===== src/vftc_pkg.sv =====
// Shared widths, constants and register codes for the video frame timing counter.
// No dependencies; used by vftc_scaler and video_frame_timing_counter_core.
package vftc_pkg;

  // Field widths
  localparam int CYCLES_W  = 16;
  localparam int REM_W     = 3;
  localparam int SCALED_W  = 20;
  localparam int CLOCKS_W  = 17;
  localparam int POS_W     = 20;

  // Default line length in video clocks
  localparam int LINE_CLOCKS_DEFAULT = 3413;

  // CPU-to-video clock ratio 11/7
  localparam int unsigned RATIO_MUL = 11;
  localparam int unsigned RATIO_DIV = 7;

  // Reciprocal of 7: floor(x * DIV7_MULT / 2^DIV7_SHIFT) == x / 7 for x < 2^20
  localparam int DIV7_SHIFT  = 23;
  localparam int DIV7_MULT_W = 21;
  localparam logic [DIV7_MULT_W-1:0] DIV7_MULT = 21'd1198373;

  // Configuration port
  localparam int ADDR_W = 3;
  localparam int DATA_W = 32;

  typedef enum logic [0:0] {
    REG_INTERLACE_480 = 1'b0
  } reg_index_t;

endpackage


===== src/video_frame_timing_counter_core.sv =====
// Video frame timing counter: CPU-to-video scaling by RATIO_MUL/RATIO_DIV, frame position, vblank and field flags.
// An accepted transaction's clocks are registered in the scaler, then its flags at the output when stage 2 loads.
// Throughput: one transaction per cycle unless a held result stalls on out_ready; the remainder loop closes through the
// reciprocal multiply in the scaler, the position loop through one add and wrap subtract.
// Synchronous active-high reset clears remainder, position, field, mode and pipeline valids.
// Depends on vftc_pkg and vftc_scaler.
module video_frame_timing_counter_core #(
  parameter int LINE_CLOCKS = vftc_pkg::LINE_CLOCKS_DEFAULT
) (
  input  logic                          clk,
  input  logic                          rst,
  // input channel
  input  logic                          in_valid,
  output logic                          in_ready,
  input  logic [vftc_pkg::CYCLES_W-1:0] cpu_cycles,
  // result channel
  output logic                          out_valid,
  input  logic                          out_ready,
  output logic                          blank_begin,
  output logic                          blank_end,
  output logic                          frame_done,
  output logic                          current_field,
  // configuration port
  input  logic                          psel,
  input  logic                          penable,
  input  logic                          pwrite,
  input  logic [vftc_pkg::ADDR_W-1:0]   paddr,
  input  logic [vftc_pkg::DATA_W-1:0]   pwdata,
  output logic [vftc_pkg::DATA_W-1:0]   prdata,
  output logic                          pready
);

  localparam int SUM_W = vftc_pkg::POS_W + 1;
  localparam logic [SUM_W-1:0] FRAME_END    = SUM_W'((525 * LINE_CLOCKS + 1) / 2);
  localparam logic [SUM_W-1:0] VBLANK_BEGIN = SUM_W'(241 * LINE_CLOCKS);

  logic                          interlace_480;
  logic                          s1_valid;
  logic                          s1_load;
  logic                          s2_load;
  logic [vftc_pkg::CLOCKS_W-1:0] clocks;
  logic [vftc_pkg::POS_W-1:0]    frame_position;
  logic [vftc_pkg::POS_W-1:0]    frame_position_next;
  logic                          field_bit;
  logic                          field_bit_next;
  logic [SUM_W-1:0]              pos_sum;
  logic                          wrapped;
  logic                          vs_hit;
  logic                          reg_sel;

  // Configuration register access
  assign pready  = 1'b1;
  assign reg_sel = (vftc_pkg::reg_index_t'(paddr[2]) == vftc_pkg::REG_INTERLACE_480);

  always_ff @(posedge clk) begin
    if (rst) begin
      interlace_480 <= 1'b0;
    end else if (psel && penable && pwrite && pready && reg_sel) begin
      interlace_480 <= pwdata[0];
    end
  end

  assign prdata = reg_sel ? {{(vftc_pkg::DATA_W-1){1'b0}}, interlace_480} : '0;

  // Pipeline flow: stage 2 moves when the result slot is free or drained
  assign s2_load  = s1_valid && (!out_valid || out_ready);
  assign in_ready = s2_load || !s1_valid;
  assign s1_load  = in_valid && in_ready;

  always_ff @(posedge clk) begin
    if (rst) begin
      s1_valid  <= 1'b0;
      out_valid <= 1'b0;
    end else begin
      if (s1_load) begin
        s1_valid <= 1'b1;
      end else if (s2_load) begin
        s1_valid <= 1'b0;
      end
      if (s2_load) begin
        out_valid <= 1'b1;
      end else if (out_ready) begin
        out_valid <= 1'b0;
      end
    end
  end

  // Stage 1: scale cycles to video clocks
  vftc_scaler u_scaler (
    .clk        (clk),
    .rst        (rst),
    .load       (s1_load),
    .cpu_cycles (cpu_cycles),
    .clocks     (clocks)
  );

  // Stage 2: advance position, wrap at frame end, detect vblank start
  assign pos_sum = SUM_W'(frame_position) + SUM_W'(clocks);
  assign wrapped = (pos_sum >= FRAME_END);
  assign vs_hit  = (SUM_W'(frame_position) < VBLANK_BEGIN) && (pos_sum >= VBLANK_BEGIN);
  assign frame_position_next = wrapped ? vftc_pkg::POS_W'(pos_sum - FRAME_END)
                                       : vftc_pkg::POS_W'(pos_sum);

  // Toggle the field in interlaced mode, force odd otherwise
  always_comb begin
    field_bit_next = field_bit;
    if (wrapped) begin
      field_bit_next = interlace_480 ? ~field_bit : 1'b1;
    end
  end

  always_ff @(posedge clk) begin
    if (rst) begin
      frame_position <= '0;
      field_bit      <= 1'b0;
    end else if (s2_load) begin
      frame_position <= frame_position_next;
      field_bit      <= field_bit_next;
    end
  end

  always_ff @(posedge clk) begin
    if (s2_load) begin
      blank_begin <= vs_hit;
      blank_end   <= wrapped;
      frame_done  <= wrapped;
    end
  end

  // Field register only changes when a new result is loaded
  assign current_field = field_bit;

endmodule


===== src/vftc_scaler.sv =====
// CPU cycle to video clock scaler (ratio 11/7) with its remainder register.
// Depends on vftc_pkg.
module vftc_scaler (
  input  logic                          clk,
  input  logic                          rst,
  input  logic                          load,
  input  logic [vftc_pkg::CYCLES_W-1:0] cpu_cycles,
  output logic [vftc_pkg::CLOCKS_W-1:0] clocks
);

  localparam int PROD_W = vftc_pkg::SCALED_W + vftc_pkg::DIV7_MULT_W;

  logic [vftc_pkg::REM_W-1:0]    clock_remainder;
  logic [vftc_pkg::REM_W-1:0]    clock_remainder_next;
  logic [vftc_pkg::SCALED_W-1:0] scaled;
  logic [PROD_W-1:0]             product;
  logic [vftc_pkg::CLOCKS_W-1:0] quotient;
  logic [vftc_pkg::SCALED_W-1:0] quotient_x7;

  // Scale cycles by 11 and add the pending sevenths
  assign scaled = vftc_pkg::SCALED_W'(cpu_cycles) * vftc_pkg::SCALED_W'(vftc_pkg::RATIO_MUL)
                + vftc_pkg::SCALED_W'(clock_remainder);

  // Divide by 7 through the reciprocal
  assign product  = PROD_W'(scaled) * PROD_W'(vftc_pkg::DIV7_MULT);
  assign quotient = product[vftc_pkg::DIV7_SHIFT +: vftc_pkg::CLOCKS_W];

  // Remainder is what the quotient leaves over
  assign quotient_x7 = (vftc_pkg::SCALED_W'(quotient) << 3) - vftc_pkg::SCALED_W'(quotient);
  assign clock_remainder_next = vftc_pkg::REM_W'(scaled - quotient_x7);

  // Hold remainder and the whole clocks of the accepted transaction
  always_ff @(posedge clk) begin
    if (rst) begin
      clock_remainder <= '0;
    end else if (load) begin
      clock_remainder <= clock_remainder_next;
    end
  end

  always_ff @(posedge clk) begin
    if (load) begin
      clocks <= quotient;
    end
  end

endmodule

===== config.mk =====
export PLATFORM = sky130hd
export DESIGN_NAME = video_frame_timing_counter_core
export DESIGN_NICKNAME = d
export VERILOG_FILES = /design/src/vftc_pkg.sv /design/src/video_frame_timing_counter_core.sv /design/src/vftc_scaler.sv
export SDC_FILE = /design/constraint.sdc
export NUM_CORES = 1
export LEC_CHECK = 0
export ABC_AREA = 1
export BUFFER_PORTS_ARGS = -buffer_cell sky130_fd_sc_hd__buf_2
export CAP_MARGIN = 20
export CELL_PAD_IN_SITES_DETAIL_PLACEMENT = 0
export CELL_PAD_IN_SITES_GLOBAL_PLACEMENT = 1
export CORE_MARGIN = 5
export CORE_UTILIZATION = 45
export CTS_CLUSTER_DIAMETER = 200
export CTS_CLUSTER_SIZE = 14
export DETAILED_ROUTE_END_ITERATION = 12
export GPL_TIMING_DRIVEN = 0
export MAX_ROUTING_LAYER = met4
export PLACE_DENSITY_LB_ADDON = 0.1
export SYNTH_ARGS = -nofsm -noshare
export SYNTH_HDL_FRONTEND = slang
export SYNTH_SLANG_ARGS = --single-unit

===== constraint.sdc =====
create_clock -name clk -period 15 [get_ports clk]
set_input_delay 4.5 -clock clk [delete_from_list [all_inputs] [get_ports clk]]
set_output_delay 4.5 -clock clk [all_outputs]
set_load 0.01 [all_outputs]

### After elaboration in Yosys (flattened, before gate mapping)

Cells that the tools add are included.

| storage, ports and cells | value |
|---|---|
| flip-flop bits (word level) | 46 |
| input port bits | 58 |

| cells by class | value |
|---|---|
| add/sub/neg operators | 5 |
| magnitude comparators | 3 |
| bitwise gates (word level) | 2 |
| muxes and demuxes | 7 |
| reductions and logical operators | 13 |
| multiply operators | 2 |

Operators by type and width:

| cell | number |
|---|---|
| $ge 21x20->1 const B | 2 |
| $mul 20x21->40 const B | 1 |
| $add 20x17->21 | 1 |
| $add 20x3->20 | 1 |
| $lt 20x20->1 const B | 1 |
| $mul 16x4->20 const B | 1 |
| $mux 20 | 1 |
| $sub 20x20->20 const B | 1 |
| $logic_and 1x1->1 | 6 |
| $mux 1 | 6 |
| $reduce_bool 2->1 | 2 |
| $sub 1x3->3 const A | 1 |
| $sub 3x3->3 | 1 |
| $logic_not 1->1 | 2 |
| $logic_or 1x1->1 | 2 |
| $not 1->1 | 2 |
| $reduce_and 2->1 | 1 |

### Longest topological paths before layout

Gate-level depths: netlist (run 1).

| depth | value |
|---|---|
| depth after elaboration | 6 |
| mapped depth | 43 |

### Cells and area by module

From an unflattened synthesis (run 1), not the netlist that was laid out.

| unflattened totals | value |
|---|---|
| cells, all modules | 1,641 |
| area, all modules | 11,664.9 sq um |

Modules (own cells, without submodules):

| module | area an instance (sq um) | times used | sequential area each (sq um) | cells an instance |
|---|---|---|---|---|
| vftc_scaler | 8,029.0 | 1 | 570.5 | 990 |
| video_frame_timing_counter_core | 3,636.0 | 1 | 540.5 | 651 |

### Worst setup path before layout (run 1)

No wires, ideal clock.

| path | value |
|---|---|
| path type | input port to flip-flop |
| from | in cpu_cycles[1] (netlist bit) |
| to | reg u_scaler.clock_remainder[2] (netlist bit) |
| stages | 38 |
| buffers on the path | 0 |
| slack | 2.399 ns |
| required time | 14.883 ns |
| setup time | 0.117 ns |
| arrival time | 12.483 ns |
| path through | ha_1 fa_1 ha_1 ha_1 a21oi_1 nand2_1 nand2_1 a31oi_1 a21boi_0 o21ai_0 a21oi_1 nor2_1 nor2_1 xor2_1 ha_1 inv_1 fa_1 fa_1 [... 2 more ...] fa_1 fa_1 inv_1 ha_1 a21o_1 nand3_1 nand2_1 inv_1 nand2_1 xor2_1 ha_1 inv_1 fa_1 xnor2_1 nand2_1 nand2_1 o221ai_1 inv_1 |

| between the ends | value |
|---|---|
| cells in the longest elaborated chain, start to end | 5 |

RTL lines:

| element | line | text |
|---|---|---|
| start, declared | video_frame_timing_counter_core.sv:15 | `input logic [vftc_pkg::CYCLES_W-1:0] cpu_cycles,` |
| $mul 16x4->20 | vftc_scaler.sv:21 | `assign scaled = vftc_pkg::SCALED_W'(cpu_cycles) * vftc_pkg::SCALED_W'(vftc_pkg::RATIO_MUL)` |
| $add 20x3->20 | vftc_scaler.sv:22 | `+ vftc_pkg::SCALED_W'(clock_remainder);` |
| $mul 20x21->40 | vftc_scaler.sv:25 | `assign product = PROD_W'(scaled) * PROD_W'(vftc_pkg::DIV7_MULT);` |
| named net u_scaler.product[23] | vftc_scaler.sv:16 | `logic [PROD_W-1:0] product;` |
| $sub 1x3->3 | vftc_scaler.sv:29 | `assign quotient_x7 = (vftc_pkg::SCALED_W'(quotient) << 3) - vftc_pkg::SCALED_W'(quotient);` |
| $sub 3x3->3 | vftc_scaler.sv:30 | `assign clock_remainder_next = vftc_pkg::REM_W'(scaled - quotient_x7);` |
| end signal, assigned | vftc_scaler.sv:37 | `clock_remainder <= clock_remainder_next;` |
| end, declared | vftc_scaler.sv:13 | `logic [vftc_pkg::REM_W-1:0] clock_remainder;` |

The timed path passes the listed nets, and every way through them passes these cells.
A chain may end at the register's enable or synchronous reset.

### Worst setup path in the final report (run 1)

| path | value |
|---|---|
| from | in cpu_cycles[1] (netlist bit) |
| to | reg u_scaler.clocks[15] (netlist bit) (data pin) |

| between the ends | value |
|---|---|
| cells in the longest elaborated chain, start to end | 3 |

RTL lines:

| element | line | text |
|---|---|---|
| $mul 16x4->20 | vftc_scaler.sv:21 |  |
| $add 20x3->20 | vftc_scaler.sv:22 |  |
| $mul 20x21->40 | vftc_scaler.sv:25 |  |
| named net u_scaler.product[38] | vftc_scaler.sv:16 |  |
| end signal, assigned | vftc_scaler.sv:43 | `clocks <= quotient;` |
| end, declared | vftc_scaler.sv:8 | `output logic [vftc_pkg::CLOCKS_W-1:0] clocks` |

The timed path passes the listed nets, and every way through them passes these cells.

==> summary.md, run 1 <==
| Metric | Value |
|---|---|
| Final WL | 28200 µm |
| H-tree depth | 2 |
| GPL Wtd Cong | 0.852 |
| DR DRC count | 0 |
| Slew @ Worst Pin | 0.884 ns |
| Vias in the first global route | 9235 |
| Max incr delay on CP | 0.58 ns |
| Final Max Slew Viols | 0 |
| Drt pass-1 iters | 5 |
| Die Width | 167 µm |
| Syn Std Cell Area | 11100 µm² |
| CORE AREA | 24300 µm² |
| CTS root buffer | clkbuf_16 |
| TritonCTS buffer count | 5 |
| Crit path required time | 15.04 ns |
| Routed Antenna Nets | 0 |
| Top cell type's share of synthesized area | 0.260 |
| Area delta synth->final | 7.38% |
| Setup Skew | 0.00784 ns |
| Crit share post-route | 0.906 |
| Gate Count Post-Synth | 1496 |
| Count leader, synth | nand2_1 |
| Share of post-route cells with drive strength above 1 | 0.0824 |
| Final nets | 1939 |
| Synthesized flop and latch total | 46 |
| Overall routing resource usage | 0.209 |
| Final setup viols | 0 |
| Setup TNS | 0 ns |
| First-pass GRT wire length | 46300 µm |
| Post-synth top area cell | ha_1 |
| Commonest cells post-synth | 322 x nand2_1, 293 x inv_1, 230 x ha_1 |
| Total congestion overflow | 0 |
| Register area | 1110 µm² |
| Final min period | 13.59 ns |
| Number of port buffers | 31 |
| Post-CTS Setup Bufs | 0 |
| Synth warn | 0 |
| Vias | 9319 |
| Layout fillers | 2554 |
| Num Clock Sinks | 46 |
| CP most frequent cell | fa_1 |
| Clk Latency, worst-skew pair | 0.30 ns |
| Starting Density | 0.456 |
| Post-DR vias/cell | 4.93 |
| Clk pin slew, worst setup/hold paths | 0.07 ns |
| Ports | 97 |
| Row count | 57 |
| Initial antenna violation count | 0 |
| Post-synth EDFFs | 19 |
| FMAX | 73.6 MHz |
| Multi-input gate area | 8650 µm² |
| CTS tree | yes |
| CP max-delay cell | fa_1 |
| Die area | 27900 µm² |
| Yosys cell types | 52 |
| First DRT Iteration DRCs | 333 |
| Data arrival time of the worst path | 13.64 ns |
| Kind of critical path | input pin to register |
| Endpoints failing hold | 0 |
| Hold WC Path Type | register to register |
| Outcome | finished, final reports clean |
| Synth Flop Type | dfxtp_1 |
| Diode count | 0 |
| Slew HR | 0.410 |
| Mean Syn Cell Area | 7.41 µm² |
| Startpoint types | input pin |
| Clock Path Buffers | 2 |
| CTS hold repair buffers | 0 |
| Worst-path fanout max | 5 |
| RSZ-0062 raised after global routing | no |
| Largest net degree at the start of global routing | 23 |
| Top post-synthesis cells by area | ha_1 26%, fa_1 16%, nand2_1 11%, inv_1 9.9%, edfxtp_1 5.1% |
| Max-capacitance violation count | 0 |
| # resized after CTS | 0 |
| Register area share after synthesis | 0.100 |
| DR WL/cell | 14.9 µm |
| Die height | 167 µm |
| HPWL after DPL | 25200 µm |
| Crit end category | register |
| Asr flop ratio synth | 0 |
-- per-layer routing --
metal | up-vias | global-route usage | share of wire
met1 | 4312 | 0.259 | 0.45
met3 | 13 | 0.0119 | 0.017
met4 | 0 | 0.0345 | 0.011
met2 | 99 | 0.381 | 0.52
met5 | - | - | 0
li1 | 4895 | - | -
-- kinds of logic (layout without fill, tap and decap cells) --
family,count (synthesis),in the layout,share of synthesized area
fa+ha+maj,317,317,0.417
other cells,2,32,0.000678
compound gates,160,160,0.0852
flops,46,46,0.100
simple gates,587,587,0.233
buf+inv,341,380,0.129
xor+xnor,43,43,0.0352
-- area by class of cell --
class / instances / area share
sequential: 46 / 0.0934
inverter: 299 / 0.0943
clock buffer: 5 / 0.0105
multi-input combinational: 1139 / 0.727
timing repair buffer: 31 / 0.0130
clock inverter: 3 / 0.00168
tap: 324 / 0.0341
buffer: 42 / 0.0259
-- per-stage QoR --
step	instance area [µm²]	std cells	hold slack, ns	setup WS (ns)	utilization
floorplan	11200	1526	0.459	2.40	-
global placement	11800	1881	0.498	0.991	0.483
detailed placement	11800	1881	0.512	0.985	0.483
CTS	11900	1889	0.520	1.28	0.489
global route	11900	1889	0.547	0.713	0.489
finish	11900	1889	0.518	1.41	0.489
-- final timing paths --
kind                                                               start                       endpoint  slack [ns]  cells past startpoint
worst max-delay path                                       cpu_cycles[1]  u_scaler.clocks[15]$_DFFE_PP_        1.41                     33
worst min-delay path                          current_field$_SDFFE_PP0P_     current_field$_SDFFE_PP0P_        0.52                      2
worst max register to register  u_scaler.clock_remainder[2]$_SDFFE_PP0P_  u_scaler.clocks[15]$_DFFE_PP_        5.67                     32
worst min register to register                current_field$_SDFFE_PP0P_     current_field$_SDFFE_PP0P_        0.52                      2
-- registers in the layout, indices dropped and copies added, names as in the netlist --
register / count
current_field: 1
blank_begin: 1
interlace_480: 1
frame_position: 20
u_scaler.clocks: 17
u_scaler.clock_remainder: 3
frame_done: 1
s1_valid: 1
out_valid: 1
-- cells in the final DEF, fill, tap and decap left out, types with 3 or more instances in the layout --
cell type / Yosys / layout
nand2_2: 18 / 18
xnor2_1: 15 / 15
o221ai_1: 3 / 3
edfxtp_1: 19 / 19
nand4_1: 26 / 26
nor2_1: 94 / 94
a31oi_1: 5 / 5
o21a_1: 5 / 5
nand2_1: 322 / 322
inv_2: 6 / 6
a21o_1: 7 / 7
xor2_1: 27 / 27
nor3_1: 14 / 14
fa_1: 87 / 87
ha_1: 230 / 230
and2_1: 5 / 5
a21oi_1: 76 / 76
buf_2: 3 / 34
o21bai_1: 3 / 3
inv_1: 293 / 293
dfxtp_1: 27 / 27
nor2_2: 9 / 9
nand3_1: 80 / 80
conb_1: 2 / 32
o21ai_0: 38 / 38
nor4_1: 3 / 3
clkbuf_16: 0 / 5
o31ai_1: 3 / 3
buf_4: 34 / 34
o211ai_1: 6 / 6
nand3_2: 7 / 7
-- worst max-delay path: cells and delay by family --
kind	cells	cell delay (ns)
AO/OA/AOI/OAI	8	2.10
XOR/XNOR	2	0.53
adder cells (fa/ha/maj)	12	5.13
buffers and inverters	3	0.21
AND/OR/NAND/NOR	8	1.16
Power of run 1 is not shown: default switching activity piles up to over one toggle a cycle in this logic, so the estimate is an artifact.
==> run 2, diff against run 1 <==
--- a/config.mk
+++ b/config.mk
@@ -5,7 +5,6 @@
 export SDC_FILE = /design/constraint.sdc
 export NUM_CORES = 1
 export LEC_CHECK = 0
-export ABC_AREA = 1
 export BUFFER_PORTS_ARGS = -buffer_cell sky130_fd_sc_hd__buf_2
 export CAP_MARGIN = 20
 export CELL_PAD_IN_SITES_DETAIL_PLACEMENT = 0
==> run 2 against run 1 <==
  * Final area decreased by 10%
  * Non-clock buffer count increased by 16
  * First-iteration DRC count decreased by 47%
  * Highest routed layer unchanged
==> summary.md, run 2 <==
| Metric | Value |
|---|---|
| Biggest register | frame_position (unchanged) |
| FMAX | 72.4 MHz (was 73.6 MHz) |
| First DRT Iteration DRCs | 178 (was 333) |
| Final nets | 1528 (was 1939) |
| Most frequent cells in the layout | 230 x ha_1, 159 x inv_1, 87 x fa_1 (was 322 x nand2_1, 293 x inv_1, 230 x ha_1) |
| Max-capacitance violation count | 0 (unchanged) |
| Worst-path fanout max | 4 (was 5) |
| Setup Skew | 0.00388 ns (was 0.00784 ns) |
| Outcome | finished, final reports clean (unchanged) |
| Clock Path Buffers | 2 (unchanged) |
| Synth Flop Type | dfxtp_1 (unchanged) |
| Worst path bufs/invs | 6 (was 3) |
| Diode count | 0 (unchanged) |
| Utilization after layout | 0.493 (was 0.489) |
| Reg2Reg Launch Point | u_scaler.clock_remainder[2]$_SDFFE_PP0P_ (unchanged) |
| DR DRC count | 0 (unchanged) |
| Crit path launch | cpu_cycles[1] (unchanged) |
| Gate Count Post-Synth | 1084 (was 1496) |
| Slew @ Worst Pin | 0.783 ns (was 0.884 ns) |
| Final Max Slew Viols | 0 (unchanged) |
| Syn Std Cell Area | 9860 µm² (was 11100 µm²) |
| Die area | 25000 µm² (was 27900 µm²) |
| Initial antenna violation count | 0 (unchanged) |
| Post-CTS Setup Bufs | 0 (unchanged) |
| Area delta synth->final | 8.28% (was 7.38%) |
| Hold WC Path Type | register to register (unchanged) |
| Crit end category | register (unchanged) |
| Ports | 97 (unchanged) |
| Overall routing resource usage | 0.185 (was 0.209) |
| Largest registers | frame_position x20, u_scaler.clocks x17, u_scaler.clock_remainder x3 (unchanged) |
| Routed Antenna Nets | 0 (unchanged) |
| Endpoints failing hold | 0 (unchanged) |
| Post-synth top area cell | ha_1 (unchanged) |
| Drt pass-1 iters | 4 (was 5) |
| Die height | 158 µm (was 167 µm) |
| CP max-delay cell | a2111oi_0 (was fa_1) |
| Worst hold stages | 2 (unchanged) |
| Data arrival time of the worst path | 14.04 ns (was 13.64 ns) |
| Max reg flops | 20 (unchanged) |
| Num Clock Sinks | 46 (unchanged) |
| Post-synth EDFFs | 19 (unchanged) |
| Crit share post-route | 0.921 (was 0.906) |
| First-pass GRT wire length | 37000 µm (was 46300 µm) |
| Final WL | 21800 µm (was 28200 µm) |
| Capturing point of the worst reg2reg path | u_scaler.clock_remainder[2]$_SDFFE_PP0P_ (was u_scaler.clocks[15]$_DFFE_PP_) |
| Vias | 7552 (was 9319) |
| Layout fillers | 2109 (was 2554) |
| Final Hold Slack | 0.505 ns (was 0.518 ns) |
| CTS tree | yes (unchanged) |
| CORE AREA | 21700 µm² (was 24300 µm²) |
| Clk Latency, worst-skew pair | 0.30 ns (about the same) |
| Total congestion overflow | 0 (unchanged) |
| Row count | 54 (was 57) |
| Post-DR vias/cell | 5.27 (was 4.93) |
| Kind of critical path | input pin to register (unchanged) |
| Hold path start | frame_position[0]$_SDFFE_PP0P_ (was current_field$_SDFFE_PP0P_) |
| Number of port buffers | 31 (unchanged) |
| Setup TNS | 0 ns (unchanged) |
| TritonCTS buffer count | 5 (unchanged) |
| Yosys cell types | 72 (was 52) |
| Setup slack, reg-to-reg | 5.39 ns (was 5.67 ns) |
| Final min period | 13.82 ns (was 13.59 ns) |
| Asr flop ratio synth | 0 (unchanged) |
| CTS root buffer | clkbuf_16 (unchanged) |
| Share of post-route cells with drive strength above 1 | 0.0806 (was 0.0824) |
| HPWL after DPL | 19300 µm (was 25200 µm) |
| Reg2Reg Depth | 38 (was 32) |
| Final setup viols | 0 (unchanged) |
| Top cell type's share of synthesized area | 0.292 (was 0.260) |
| Top Family by Delay on Critical Path | adder cells (unchanged) |
| Max incr delay on CP | 0.57 ns (was 0.58 ns) |
| Synthesized flop and latch total | 46 (unchanged) |
| Most common cell after layout, fill and taps aside | ha_1 (was nand2_1) |
| GPL Wtd Cong | 0.884 (was 0.852) |
| Startpoint types | input pin (unchanged) |
| H-tree depth | 2 (unchanged) |
| Commonest cells post-synth | 230 x ha_1, 159 x inv_1, 87 x fa_1 (was 322 x nand2_1, 293 x inv_1, 230 x ha_1) |
| # resized after CTS | 0 (unchanged) |
| Largest net degree at the start of global routing | 20 (was 23) |
| Slew HR | 0.471 (was 0.410) |
| Starting Density | 0.455 (was 0.456) |
| CTS hold repair buffers | 0 (unchanged) |
| Vias in the first global route | 7730 (was 9235) |
| Synth warn | 0 (unchanged) |
| Mean Syn Cell Area | 9.10 µm² (was 7.41 µm²) |
| Count leader, synth | ha_1 (was nand2_1) |
| Worst Hold Path EP | frame_position[0]$_SDFFE_PP0P_ (was current_field$_SDFFE_PP0P_) |
| DR WL/cell | 15.2 µm (was 14.9 µm) |
| Die Width | 158 µm (was 167 µm) |
| Clk pin slew, worst setup/hold paths | 0.07 ns (about the same) |
| Top post-synthesis cells by area | ha_1 29%, fa_1 18%, inv_1 6.1%, edfxtp_1 5.8%, dfxtp_1 5.5% (was ha_1 26%, fa_1 16%, nand2_1 11%, inv_1 9.9%, edfxtp_1 5.1%) |
| Register area share after synthesis | 0.113 (was 0.100) |
| Crit path required time | 15.23 ns (was 15.04 ns) |
| RSZ-0062 raised after global routing | no (unchanged) |
run 2: cell types whose count changed after synthesis, sizes merged, moves of 15 or more:
cell / delta
a21oi: -33
clkbuf: +15
inv: -140
nand2: -296
nand3: -57
nor2: -48
xnor2: +21
run 2: cell families (layout without fill, tap and decap cells):
logic type	after synthesis	after routing	synth area share
adders and majority gates	317	317	0.468
AOI/OAI and AO/OA	212	212	0.153
DFF	46	46	0.113
buffers and inverters	216	256	0.0970
xor gates and xnor gates	50	50	0.0444
and+or+nand+nor	240	240	0.123
other	2	32	0.000761
muxes	1	1	0.00101
run 2: worst max-delay path by stage:
| stage | endpoint | cells past startpoint |
|---|---|---|
| after global placement | u_scaler.clocks[16]$_DFFE_PP_ | 35 |
| final | u_scaler.clock_remainder[2]$_SDFFE_PP0P_ | 40 |
| after detailed placement | u_scaler.clock_remainder[2]$_SDFFE_PP0P_ | 40 |
| after floorplan | u_scaler.clock_remainder[2]$_SDFFE_PP0P_ | 39 |
| after CTS | u_scaler.clock_remainder[2]$_SDFFE_PP0P_ | 40 |
| after global routing | u_scaler.clock_remainder[2]$_SDFFE_PP0P_ | 40 |
run 2: layout make-up:
| type | count | area, µm² | share of cell area |
|---|---|---|---|
| Timing Repair Buffer | 32 | 160 | 0.0150 |
| Clock inverter | 3 | 68.8 | 0.00644 |
| Clock buffer | 5 | 125 | 0.0117 |
| Tap cell | 280 | 350 | 0.0328 |
| Buffer | 57 | 360 | 0.0337 |
| Sequential cell | 46 | 1110 | 0.104 |
| Multi-Input combinational cell | 852 | 7910 | 0.740 |
| Inverter | 159 | 597 | 0.0559 |
run 2: metrics by stage:
stage | area, µm² | instances | setup WS, ns
6_report | 10700 | 1434 | 1.18
4_1_cts | 10700 | 1434 | 1.15
3_5_place_dp | 10500 | 1426 | 0.851
2_1_floorplan | 9980 | 1114 | 2.15
3_3_place_gp | 10500 | 1425 | 0.895
5_1_grt | 10700 | 1434 | 0.564
run 2: worst register-to-register path: cells and delay by family (launching register included):
kind | cells | cell delay, ns
fa+ha+maj | 11 | 4.30
compound gates | 12 | 3.02
xor+xnor | 4 | 0.77
simple gates | 6 | 0.73
flops | 1 | 0.46
buf+inv | 5 | 0.27
run 2: metal layers:
metal	vias up	routed length (µm)	share of wire	GRT usage
met4	0	364	0.017	0.0406
li1	3902	-	-	-
met3	21	345	0.016	0.00574
met5	-	0	0	-
met1	3558	9770	0.45	0.228
met2	71	11300	0.52	0.341
Power of run 2 is left out for the same reason.
==> run 3, diff against run 2 <==
--- a/config.mk
+++ b/config.mk
@@ -5,7 +5,6 @@
 export SDC_FILE = /design/constraint.sdc
 export NUM_CORES = 1
 export LEC_CHECK = 0
-export BUFFER_PORTS_ARGS = -buffer_cell sky130_fd_sc_hd__buf_2
 export CAP_MARGIN = 20
 export CELL_PAD_IN_SITES_DETAIL_PLACEMENT = 0
 export CELL_PAD_IN_SITES_GLOBAL_PLACEMENT = 1
@@ -14,6 +13,7 @@
 export CTS_CLUSTER_DIAMETER = 200
 export CTS_CLUSTER_SIZE = 14
 export DETAILED_ROUTE_END_ITERATION = 12
+export DONT_BUFFER_PORTS = 1
 export GPL_TIMING_DRIVEN = 0
 export MAX_ROUTING_LAYER = met4
 export PLACE_DENSITY_LB_ADDON = 0.1
==> constraint.sdc (replaced) <==
create_clock -name clk -period 14.3 [get_ports clk]
set_input_delay 4.29 -clock clk [delete_from_list [all_inputs] [get_ports clk]]
set_output_delay 4.29 -clock clk [all_outputs]
set_load 0.01 [all_outputs]
==> run 3 against run 2 <==
  * First-iteration DRC count is 44% higher
  * Register-to-register slack worse by 0.65 ns
  * Final area is 1.5% lower
  * Global-route usage is 0.14 points lower
  * Via count is 1.8% lower
  * Critical endpoint is now u_scaler.clocks[16]$_DFFE_PP_
  * Setup slack worse by 0.29 ns
  * Utilization is 0.72 points lower
  * Sequential share of layout area is 0.15 points higher
  * Routed wire length is 0.79% lower
  * Highest routed layer unchanged
  * Count of clock-buffer cells in the layout stayed put
  * Clock skew is 0.0018 ns higher
  * Die area stayed put
==> summary.md, run 3 (synthesis gave the netlist of run 2 again) <==
| Metric | Value |
|---|---|
| HPWL after DPL | 19300 µm (about the same) |
| Biggest register | frame_position (unchanged) |
| Post-route cell area | 10500 µm² (was 10700 µm²) |
| Drt pass-1 iters | 4 (unchanged) |
| Final min period | 13.41 ns |
| Clk Latency, worst-skew pair | 0.29 ns (was 0.30 ns) |
| Most common cell after layout, fill and taps aside | ha_1 (unchanged) |
| Largest net degree at the start of global routing | 20 (unchanged) |
| Setup Skew | 0.00565 ns (was 0.00388 ns) |
| Cell area after placement | 10300 µm² (was 10500 µm²) |
| Post-CTS Setup Bufs | 0 (unchanged) |
| # resized after CTS | 0 (unchanged) |
| Data arrival time of the worst path | 13.45 ns (was 14.04 ns) |
| Post-DR vias/cell | 5.29 (was 5.27) |
| Reg2Reg Launch Point | u_scaler.clock_remainder[2]$_SDFFE_PP0P_ (unchanged) |
| Final nets | 1497 (was 1528) |
| CP max-delay cell | a2111oi_0 (unchanged) |
| Share of post-route cells with drive strength above 1 | 0.0552 (was 0.0806) |
| Routed Antenna Nets | 0 (unchanged) |
| Most frequent cells in the layout | 230 x ha_1, 159 x inv_1, 87 x fa_1 (unchanged) |
| Max incr delay on CP | 0.60 ns (was 0.57 ns) |
| TritonCTS buffer count | 5 (unchanged) |
| Clk pin slew, worst setup/hold paths | 0.07 ns (about the same) |
| Largest registers | frame_position x20, u_scaler.clocks x17, u_scaler.clock_remainder x3 (unchanged) |
| CORE AREA | 21700 µm² (unchanged) |
| Number of port buffers | 0 (was 31) |
| Final Max Slew Viols | 0 (unchanged) |
| Multi-input gate area | 7910 µm² (unchanged) |
| Die height | 158 µm (unchanged) |
| Clock Path Buffers | 2 (unchanged) |
| Placement Setup Slack | 0.527 ns (was 0.851 ns) |
| Num Clock Sinks | 46 (unchanged) |
| First-pass GRT wire length | 36400 µm (was 37000 µm) |
| Crit end category | register (unchanged) |
| RSZ-0062 raised after global routing | no (unchanged) |
| GPL Wtd Cong | 0.895 (was 0.884) |
| First DRT Iteration DRCs | 256 (was 178) |
| Vias in the first global route | 7530 (was 7730) |
| Hold WC Path Type | register to register (unchanged) |
| Worst-path fanout max | 4 (unchanged) |
| Outcome | finished, final reports clean (unchanged) |
| Final Hold Slack | 0.511 ns (was 0.505 ns) |
| Total congestion overflow | 0 (unchanged) |
| Register area | 1110 µm² (unchanged) |
| Crit path required time | 14.34 ns (was 15.23 ns) |
| Endpoints failing hold | 0 (unchanged) |
| Vias | 7418 (was 7552) |
| H-tree depth | 2 (unchanged) |
| Kind of critical path | input pin to register (unchanged) |
| Slew @ Worst Pin | 0.786 ns (was 0.783 ns) |
| Setup TNS | 0 ns (unchanged) |
| Ports | 97 (unchanged) |
| Max reg flops | 20 (unchanged) |
| Max-capacitance violation count | 0 (unchanged) |
| Crit share post-route | 0.938 |
| Starting Density | 0.455 (unchanged) |
| DR DRC count | 0 (unchanged) |
| CTS root buffer | clkbuf_16 (unchanged) |
| Layout fillers | 2151 (was 2109) |
| Worst setup margin | 0.891 ns (was 1.18 ns) |
| Startpoint types | input pin (unchanged) |
| Slew HR | 0.469 (was 0.471) |
| Hold path start | frame_position[0]$_SDFFE_PP0P_ (unchanged) |
| Final setup viols | 0 (unchanged) |
| Die area | 25000 µm² (unchanged) |
| Overall routing resource usage | 0.184 (was 0.185) |
| Initial antenna violation count | 0 (unchanged) |
| Die Width | 158 µm (unchanged) |
| Area delta synth->final | 6.71% (was 8.28%) |
| DR WL/cell | 15.4 µm (was 15.2 µm) |
| FMAX | 74.6 MHz |
| CTS tree | yes (unchanged) |
| Crit path launch | cpu_cycles[1] (unchanged) |
| CTS hold repair buffers | 0 (unchanged) |
| Final WL | 21600 µm (was 21800 µm) |
| Diode count | 0 (unchanged) |
| Row count | 54 (unchanged) |
## run 3: layout make-up
class,instances,share of cell area
Clock inverter,3,0.00654
Sequential cell,46,0.106
Timing Repair Buffer,1,0.000475
Multi-Input combinational cell,852,0.751
Tap cell,280,0.0333
Clock buffer,5,0.0119
Inverter,159,0.0567
Buffer,57,0.0342
## run 3: path summary, 6_finish.rpt
check	endpoint	slack, ns	cells past startpoint
min reg2reg	frame_position[0]$_SDFFE_PP0P_	0.51	2
min	frame_position[0]$_SDFFE_PP0P_	0.51	2
max reg2reg	u_scaler.clocks[16]$_DFFE_PP_	4.74	33
max	u_scaler.clocks[16]$_DFFE_PP_	0.89	34
## run 3: critical path: cells and delay by family
kind            cells  cell delay [ns]
compound gates     13             3.72
buf+inv             4             0.23
xor+xnor            2             0.35
fa+ha+maj          10             4.07
simple gates        5             0.76
## run 3: routing by layer
metal	wire length, µm	global-route usage	vias up
met1	9650	0.225	3469
met4	394	0.0410	0
met5	0	-	-
met3	335	0.00984	21
li1	-	-	3840
met2	11200	0.336	88
## run 3: stage by stage
| step | utilization | cells |
|---|---|---|
| finish | 0.485 | 1403 |
| global placement | 0.476 | 1394 |
| detailed placement | 0.476 | 1395 |
| CTS | 0.485 | 1403 |
| global route | 0.485 | 1403 |
| floorplan | - | 1114 |
Power of run 3 is left out for the same reason.
